===== src/rtl/fkp_pkg.sv =====
// Shared types, constants and the FNV-1a step for the keyed linear-probe table.
// Used by fkp_ctrl, fkp_datapath, the top level and the checker. No dependencies.
`timescale 1ns / 1ps

package fkp_pkg;

   // Table geometry
   localparam int MAX_BUCKETS = 1024;
   localparam int BKT_ADDR_W  = $clog2(MAX_BUCKETS);
   localparam int CNT_W       = BKT_ADDR_W + 1;

   // Request and response field widths
   localparam int BYTE_W   = 8;
   localparam int HASH_W   = 64;
   localparam int ENTRY_W  = 10;
   localparam int STATUS_W = 2;

   // Configuration register
   localparam int LOG2_W     = 4;
   localparam int CSR_ADDR_W = 3;
   localparam int CSR_IDX_W  = CSR_ADDR_W - 2;
   localparam int CSR_DATA_W = 32;
   localparam logic [LOG2_W-1:0] LOG2_MAX = LOG2_W'(BKT_ADDR_W);

   // FNV-1a 64 constants; the prime is 2^40 + 0x1b3
   localparam logic [HASH_W-1:0] FNV_BASIS       = 64'hcbf29ce484222325;
   localparam logic [8:0]        FNV_PRIME_LOW   = 9'h1b3;
   localparam int                FNV_PRIME_SHIFT = 40;

   typedef enum logic [CSR_IDX_W-1:0] {
      CSR_BUCKET_LOG2 = '0
   } csr_index_type;

   typedef enum logic {
      FUNC_INSERT = 1'b0,
      FUNC_LOOKUP = 1'b1
   } func_type;

   typedef enum logic [STATUS_W-1:0] {
      STATUS_INSERTED   = 2'd0,
      STATUS_FOUND      = 2'd1,
      STATUS_NOT_FOUND  = 2'd2,
      STATUS_TABLE_FULL = 2'd3
   } status_type;

   // One bucket: a valid flag and the entry index it points to.
   typedef struct packed {
      logic                  valid;
      logic [BKT_ADDR_W-1:0] index;
   } bucket_type;

   // Commands from the controller to the datapath.
   typedef struct packed {
      logic       accept;
      logic       start;
      logic       advance;
      logic       commit_insert;
      logic       set_result;
      status_type result_status;
      logic       clear_step;
      logic       rsp_load;
   } dp_cmd_type;

   // Status from the datapath to the controller.
   typedef struct packed {
      logic cfg_write;
      logic is_lookup;
      logic insert_full;
      logic bucket_valid;
      logic hash_match;
      logic sweep_last;
      logic clear_last;
   } dp_status_type;

   // One FNV-1a step: xor the byte in, then multiply by the prime as a
   // shift plus a narrow 64 x 9 product.
   function automatic logic [HASH_W-1:0] fnv_step(input logic [HASH_W-1:0] h,
                                                  input logic [BYTE_W-1:0] b);
      logic [HASH_W-1:0] x;
      logic [HASH_W-1:0] low_prod;
      x        = h ^ {{(HASH_W-BYTE_W){1'b0}}, b};
      low_prod = HASH_W'(x * FNV_PRIME_LOW);
      return (x << FNV_PRIME_SHIFT) + low_prod;
   endfunction

endpackage


===== src/rtl/fkp_ctrl.sv =====
// Controller of the keyed linear-probe table: sequences hashing, probing,
// the clearing pass and the response handshake. Depends on fkp_pkg.
`timescale 1ns / 1ps

module fkp_ctrl import fkp_pkg::*; (
   input  logic          clock,
   input  logic          reset,
   input  logic          req_valid,
   output logic          req_ready,
   input  logic          req_last_byte,
   output logic          rsp_valid,
   input  logic          rsp_ready,
   input  dp_status_type stat,
   output dp_cmd_type    cmd
);

   typedef enum logic [2:0] {
      S_CLEAR,
      S_IDLE,
      S_START,
      S_BKT_RD,
      S_BKT_CHK,
      S_ENT_CHK,
      S_RESP
   } state_type;

   state_type state_ff, state_in;
   logic      rsp_valid_ff, rsp_valid_in;

   assign req_ready = (state_ff == S_IDLE);
   assign rsp_valid = rsp_valid_ff;

   // Next state and datapath commands
   always_comb begin
      state_in      = state_ff;
      rsp_valid_in  = rsp_valid_ff & ~rsp_ready;
      cmd           = '0;
      cmd.result_status = STATUS_NOT_FOUND;

      unique case (state_ff)
         S_CLEAR: begin
            cmd.clear_step = 1'b1;
            if (stat.clear_last) begin
               state_in = S_IDLE;
            end
         end
         S_IDLE: begin
            if (req_valid) begin
               cmd.accept = 1'b1;
               if (req_last_byte) begin
                  state_in = S_START;
               end
            end
         end
         S_START: begin
            cmd.start = 1'b1;
            if (!stat.is_lookup && stat.insert_full) begin
               cmd.set_result    = 1'b1;
               cmd.result_status = STATUS_TABLE_FULL;
               state_in          = S_RESP;
            end else begin
               state_in = S_BKT_RD;
            end
         end
         S_BKT_RD: begin
            state_in = S_BKT_CHK;
         end
         S_BKT_CHK: begin
            if (!stat.bucket_valid) begin
               // Empty bucket ends the probe either way.
               if (stat.is_lookup) begin
                  cmd.set_result    = 1'b1;
                  cmd.result_status = STATUS_NOT_FOUND;
               end else begin
                  cmd.commit_insert = 1'b1;
               end
               state_in = S_RESP;
            end else if (stat.is_lookup) begin
               state_in = S_ENT_CHK;
            end else begin
               cmd.advance = 1'b1;
               state_in    = S_BKT_RD;
            end
         end
         S_ENT_CHK: begin
            if (stat.hash_match) begin
               cmd.set_result    = 1'b1;
               cmd.result_status = STATUS_FOUND;
               state_in          = S_RESP;
            end else if (stat.sweep_last) begin
               cmd.set_result    = 1'b1;
               cmd.result_status = STATUS_NOT_FOUND;
               state_in          = S_RESP;
            end else begin
               cmd.advance = 1'b1;
               state_in    = S_BKT_RD;
            end
         end
         S_RESP: begin
            if (!rsp_valid_ff || rsp_ready) begin
               cmd.rsp_load = 1'b1;
               rsp_valid_in = 1'b1;
               state_in     = S_IDLE;
            end
         end
         default: begin
            state_in = S_CLEAR;
         end
      endcase

      // A register write empties the table through a fresh clearing pass.
      if (stat.cfg_write) begin
         state_in = S_CLEAR;
      end
   end

   // State and registered outputs
   always_ff @(posedge clock) begin
      if (reset) begin
         state_ff     <= S_CLEAR;
         rsp_valid_ff <= 1'b0;
      end else begin
         state_ff     <= state_in;
         rsp_valid_ff <= rsp_valid_in;
      end
   end

endmodule


===== config.mk =====
export PLATFORM = sky130hd
export DESIGN_NAME = fkp_ctrl
export DESIGN_NICKNAME = d
export VERILOG_FILES = /design/src/rtl/fkp_pkg.sv /design/src/rtl/fkp_ctrl.sv
export SDC_FILE = /design/constraint.sdc
export NUM_CORES = 1
export LEC_CHECK = 0
export BUFFER_PORTS_ARGS = -buffer_cell sky130_fd_sc_hd__buf_2
export CORE_AREA = 2 2 39 41
export DETAILED_ROUTE_END_ITERATION = 6
export DIE_AREA = 0 0 41 43
export PLACE_DENSITY_LB_ADDON = 0.08
export SYNTH_ARGS = -nofsm -noshare
export SYNTH_HDL_FRONTEND = slang
export SYNTH_SLANG_ARGS = --single-unit

===== constraint.sdc =====
create_clock -name clock -period 1.19 [get_ports clock]
set_input_delay 0.119 -clock clock [delete_from_list [all_inputs] [get_ports clock]]
set_output_delay 0.119 -clock clock [all_outputs]
set_load 0.05 [all_outputs]

; ---- Yosys cells after proc, flatten, opt, wreduce, memory -nomap -nowiden
; Cells that the tools add are included.
[totals]
wordCells = 51
ff_bits = 4
[op_classes]
n_bitwise = 2
n_mux = 30
eq_ne = 10
reduce_logical = 7
[op_table]
columns = op, count
row1 = $mux 3, 13
row2 = $pmux 3 s7, 1
row3 = $mux 1, 13
row4 = $eq 3x3->1 const B, 3
row5 = $pmux 3 s3, 1
row6 = $eq 3x2->1 const B, 2
row7 = $ne 2x2->1 const B, 3
row8 = $mux 4, 1
row9 = $reduce_and 4->1, 1
row10 = $eq 3x1->1 const B, 1
row11 = $logic_not 3->1, 1
row12 = $logic_not 1->1, 2
row13 = $ne 2x1->1 const B, 1
row14 = $pmux 1 s2, 1
row15 = $reduce_or 2->1, 1
row16 = $and 1x1->1, 1
row17 = $logic_and 1x1->1, 1
row18 = $logic_or 1x1->1, 1
row19 = $not 1->1, 1

; ---- Depth between registers and ports, before layout
; Gate-level depths: netlist of run 1.
[logic_depth]
ltp_word = 4
depth_mapped = 5

; ---- Least setup slack after synthesis of run 1
; No wires, ideal clock.
[synth_timing]
path_kind = reg2out
start = reg state_ff[0]
end = out cmd[8] (netlist name)
slack_ns = -1.335
required_time_ns = 1.071
path_stages_with_launch = 4
path_buffers = 1
arrival_ns = 2.406
cell_sequence = dfxtp_1 -> buf_4 -> nor3b_1 -> and2_1
[synth_rtl]
columns = element, line
row1 = start: declaration, fkp_ctrl.sv:27  ; state_type state_ff, state_in;
row2 = start signal: assignment, fkp_ctrl.sv:123  ; state_ff <= state_in;
row3 = end: declaration, fkp_ctrl.sv:14  ; output dp_cmd_type cmd

==> results.toml, run 1 <==
[critical_path]
reg2reg_setup_slack_ns = -0.11
critPathKind = "register to primary output"
cp-end-kind = "primary output"
crit_path_start = "state_ff[2]$_SDFFE_PP0P_"
start_kind = "register"
crit_fanout = 4
cp_data_arrival_time_ns = 1.36
regToRegStartpoint = "state_ff[2]$_SDFFE_PP0P_"
endpoint = "cmd[4]"
ff2ff_path_depth = 7
critical_path_required_ns = 1.07
r2r-end = "state_ff[1]$_SDFFE_PP0P_"

[route]
vias_per_cell = 4.96
routed_wl_um = 1330
drc = 0
firstDrtPassIters = 4
vias = 555
postRouteAntennaNets = 0
routedWlPerCell_um = 11.9
drtIter0Drc = 11

[cts]
clk_latency_ns = 0.25
numCtsBuffers = 3
cts_num_sinks = 4
hold_buffers = 0
cts.reportedPaths.clkPinSlew_ns = 0.05
cts_max_path_buffers = 2
root_buffer = "clkbuf_4"
tritoncts = "done"
ctsHtreeMaxLevel = 1

[logic_synthesis]
syn_area_um2 = 397
synth_top_cells_by_area = "dfxtp_1 20%, nor2_1 5.7%, nor2b_1 4.7%"
synth_seq_cells = 4
yosysUniqueCellTypes = 30
synth.top_cell.area_share_pct = 20.2
synth_xor_area_share_pct = 0
synth_top_family_by_area = "simple AND/OR/NAND/NOR gates"
synthAdderAreaFrac_pct = 0
syn-instance-count = 54
yosys_warnings = 0
synthTopCellsByCount = "6 x nor2_1, 4 x dfxtp_1, 4 x nand2_1"
synth-simple-area-share_pct = 47.0
synth.most_common_cell = "nor2_1"
synth_edf_count = 0
ys_seq_area_share_pct = 20.2
synth-async-reset-ratio_pct = 0
ys.flop_type = "dfxtp_1"
synth_fp_nets = 66
avgSynthCellArea_um2 = 7.35
synth_compound_area_share_pct = 22.7
synthMuxAreaShare_pct = 2.52
yosys.area.top_type = "dfxtp_1"

[floorplan]
die-area_um2 = 1760
initial_core_util_pct = 28.7
coreArea_um2 = 1380
die-width_um = 41
top_level_ports = 23
std_cell_rows = 14
fp.dieH_um = 43

[pwr]
total_power_uw = 523
power.leakage_uw = 0.000395
vdd_ir_drop_max_mv = 0.667
power.density_nw_per_um2 = 557

[placement]
place_inst = 101
port-buffer-count = 22
dpl_cell_area_um2 = 693
dp_hpwl_um = 918
gp_congestion = 0.765

[timing]
setup_slack_ns = -0.291
clock_skew_ns = 0.0190
rsz0062_at_grt = "true"
final-setup-viol-count = 13
period_needed_ns = 1.48
period_share_pct = 124
hold_slack_ns = 0.0955
drv_slew = 0
max_slew.worst_pin.slew_ns = 0.277
timing.fmax_mhz = 675
hold_viol_final = 0
relSlewSlack_pct = 81.4

[grt]
grt_first_pass_wirelength_um = 2060
grt_max_degree = 10
track_usage_pct = 17.3
first_global_vias = 478
antenna_found_initial = 0
grt_remaining_overflow = 0

[cells_and_area]
fin_area_um2 = 940
synthToLayoutAreaGrowth_pct = 137
final_cells = 112
diodes = 0
nets = 109
drive_gt1_share_pct = 67.7

[status]
violations = "setup timing"
status = "complete, but fails checks"

[flow_run]
drv_cap = 0

[hold_path]
hold_path.class = "input pin to register"
[state kept, by name, summed over array words and instances (netlist names)]
| signal | count |
|---|---|
| rsp_valid | 1 |
| state_ff | 3 |
[through the flow]
step                      worst slack (ns)  util [%]  setup TNS, ns
final                               -0.291      67.9          -2.23
after global routing                -0.337      67.9          -2.93
after CTS                           -0.291      63.8          -2.23
after detailed placement            -0.126      50.1         -0.493
after global placement              -0.130      50.1         -0.480
after floorplan                     -0.333         -          -1.61
[worst max-delay path: stages, from the launching register on]
cell and delay [ns]:
dfxtp_4 0.36, nor2b_4 0.13, a32o_2 0.27, a31o_4 0.21
buf_8 0.14
[metal layers]
metal / up-vias / routed length, um / GRT usage, %
li1: 287 / - / -
met1: 246 / 617 / 23.5
met2: 22 / 653 / 26.3
met3: 0 / 57 / 4.71
met4: 0 / 0 / 4.00
met5: - / 0 / 0
[report_power, final]
part	internal [uW]	total, uW	leakage, uW	switching [uW]
registers	133	139	0.0000352	5.84
clock network	126	192	0.0000150	65.6
logic	98.8	193	0.000345	93.8
total	358	523	0.000395	165
[cell type report]
cell class	instances	area, um^2
Timing Repair Buffer	41	394
Fill cell	113	444
Sequential cell	4	92.6
Tap cell	16	20.0
Clock buffer	4	26.3
Multi-Input combinational cell	46	403
Inverter	1	3.75
[logic make-up (layout without fill, tap and decap cells)]
group / Yosys count / in the layout
AO/OA/AOI/OAI: 13 / 13
buffers and inverters: 4 / 46
flip-flops: 4 / 4
multiplexers: 1 / 1
AND/OR/NAND/NOR: 32 / 32
[repair_timing]
action,4_1_cts,5_1_grt
pin swaps,3,3
endpoints found under the hold margin,0,0
gates resized for setup,32,12
cloned,0,0
setup buffers,6,1
setup endpoints to repair,12,13
[worst min path at each step]
stage	end	depth (start not counted)	startpoint	slack, ns
after floorplan	rsp_valid$_SDFF_PP0_	1	reset	0.18
after global placement	state_ff[1]$_SDFFE_PP0P_	2	stat[6]	0.33
after detailed placement	rsp_valid$_SDFF_PP0_	2	reset	0.33
after CTS	state_ff[1]$_SDFFE_PP0P_	2	stat[6]	0.09
after global routing	state_ff[1]$_SDFFE_PP0P_	2	stat[6]	0.10
final	state_ff[1]$_SDFFE_PP0P_	2	stat[6]	0.1
[cells in the final DEF, fill, tap and decap left out, types with 2 or more instances in the layout]
master / n
a21oi_1: 3
buf_12: 3
buf_2: 12
buf_4: 10
buf_6: 11
buf_8: 5
clkbuf_4: 3
dfxtp_4: 3
nand2_1: 3
nand2b_1: 2
nand3b_1: 2
nor2_1: 5
nor2b_1: 2
nor3b_4: 2
nor4_4: 2
o21ai_1: 2
(Power assumes the default switching activity.)
==> inputs of run 2 (changes only) <==
--- a/config.mk
+++ b/config.mk
@@ -9,7 +9,7 @@
 export CORE_AREA = 2 2 39 41
 export DETAILED_ROUTE_END_ITERATION = 6
 export DIE_AREA = 0 0 41 43
-export PLACE_DENSITY_LB_ADDON = 0.08
+export PLACE_DENSITY = 0.57
 export SYNTH_ARGS = -nofsm -noshare
 export SYNTH_HDL_FRONTEND = slang
 export SYNTH_SLANG_ARGS = --single-unit
==> results.toml, run 2 (synthesis gave the netlist of run 1 again) <==
[cts]
clk_latency_ns = 0.24
ctsHtreeMaxLevel = 1
hold_buffers = 0
tritoncts = "done"
cts_max_path_buffers = 2
root_buffer = "clkbuf_4"
numCtsBuffers = 3
cts_num_sinks = 4
cts.reportedPaths.clkPinSlew_ns = 0.04

[critical_path]
regToRegStartpoint = "state_ff[1]$_SDFFE_PP0P_"
reg2reg_setup_slack_ns = -0.13
critPathKind = "register to primary output"
crit_path_top_delay_cell = "dfxtp_4"
path_buf_inv = 1
crit_fanout = 7
crit_path_start = "state_ff[1]$_SDFFE_PP0P_"
cp_data_arrival_time_ns = 1.36
cp_cell_sequence = "nor3b_4 > a32o_2 > a31o_4 > buf_6"
ff2ff_path_depth = 4
start_kind = "register"
r2r-end = "state_ff[2]$_SDFFE_PP0P_"
slowest_delay_ns = 0.36
cpLargestDelayFamily = "compound AO/OA/AOI/OAI gates"
cp-end-kind = "primary output"
critical_path_required_ns = 1.07

[cells_and_area]
nFillCells = 101
layout_common_cells = "14 x buf_4, 12 x buf_2, 8 x buf_6"
synthToLayoutAreaGrowth_pct = 135
regArea_um2 = 92.6
final_common_cell = "buf_4"
final_core_util_pct = 67.5
multi_input_area_um2 = 415
top_register = "state_ff"
nets = 109
drive_gt1_share_pct = 67.7
diodes = 0
largest_reg_flops = 3

[placement]
gp_congestion = 0.738
dp_hpwl_um = 912
port-buffer-count = 22

[floorplan]
top_level_ports = 23
fp.dieH_um = 43
die-area_um2 = 1760
initial_core_util_pct = 28.7
die-width_um = 41
coreArea_um2 = 1380
std_cell_rows = 14

[route]
postRouteAntennaNets = 0
vias_per_cell = 4.90
routedWlPerCell_um = 12.6
routed_wl_um = 1410
drc = 0
firstDrtPassIters = 4
drtIter0Drc = 4
vias = 549

[timing]
setup_slack_ns = -0.294
period_needed_ns = 1.48
rsz0062_at_grt = "true"
final-setup-viol-count = 13
max_slew.worst_pin.slew_ns = 0.312
drv_slew = 0
timing.fmax_mhz = 674
hold_viol_final = 0
hold_slack_ns = 0.0704
period_share_pct = 125
relSlewSlack_pct = 79.2
clock_skew_ns = 0.00923

[pwr]
total_power_uw = 521
vdd_ir_drop_max_mv = 0.771
power.leakage_uw = 0.000441
power.density_nw_per_um2 = 558

[hold_path]
min_path_cells = 2
hold_end = "state_ff[1]$_SDFFE_PP0P_"
hold_start = "stat[6]"
hold_path.class = "input pin to register"

[grt]
grt_max_degree = 15
track_usage_pct = 16.2
antenna_found_initial = 0
grt_use_met1_pct = 19.2
first_global_vias = 516
top_usage_layer = "met2"
grt_use_met3_pct = 5.24
grtUsageMet2_pct = 28.7
grt_first_pass_wirelength_um = 2040
grt_remaining_overflow = 0

[status]
violations = "setup timing"
status = "complete, but fails checks"

[flow_run]
drv_cap = 0
run 2: metal layers:
layer | wire length [um] | share of wire (%)
met4 | 13 | 0.92
met5 | 0 | 0
met3 | 59 | 4.2
met2 | 759 | 54
met1 | 577 | 41
run 2: how the worst max path moves through the flow:
stage	end	slack (ns)	cells past startpoint
6_report	cmd[4]	-0.29	4
5_1_grt	cmd[4]	-0.32	4
4_1_cts	cmd[4]	-0.29	4
3_5_place_dp	cmd[4]	-0.13	5
3_3_place_gp	state_ff[2]$_SDFFE_PP0P_	-0.12	5
2_1_floorplan	cmd[8]	-0.33	3
run 2: cell type report:
type                       instances  share of cell area [%]
clock buffer                       4                    2.82
sequential                         4                    9.92
timing repair buffer              41                    40.2
tap                               16                    2.14
inverter                           1                   0.402
multi-input combinational         46                    44.5
run 2: power by group:
part / total (uW) / switching (uW) / internal [uW]
sequential: 139 / 6.72 / 133
clock: 188 / 61.5 / 126
combinational: 194 / 92.9 / 101
run 2: metrics by stage:
| step | setup slack, ns | instance area [um^2] | cells | setup TNS, ns |
|---|---|---|---|---|
| floorplan | -0.333 | 478 | 54 | -1.61 |
| global placement | -0.116 | 673 | 100 | -0.478 |
| detailed placement | -0.131 | 673 | 100 | -0.452 |
| CTS | -0.293 | 850 | 107 | -1.99 |
| global route | -0.323 | 933 | 112 | -2.54 |
| finish | -0.294 | 933 | 112 | -1.94 |
run 2: timing repair:
action,4_1_cts,5_1_grt
pin swaps,5,3
gates resized for setup,36,7
endpoints found under the hold margin,0,0
setup buffers,3,5
gates cloned,0,1
setup endpoints to repair,12,13
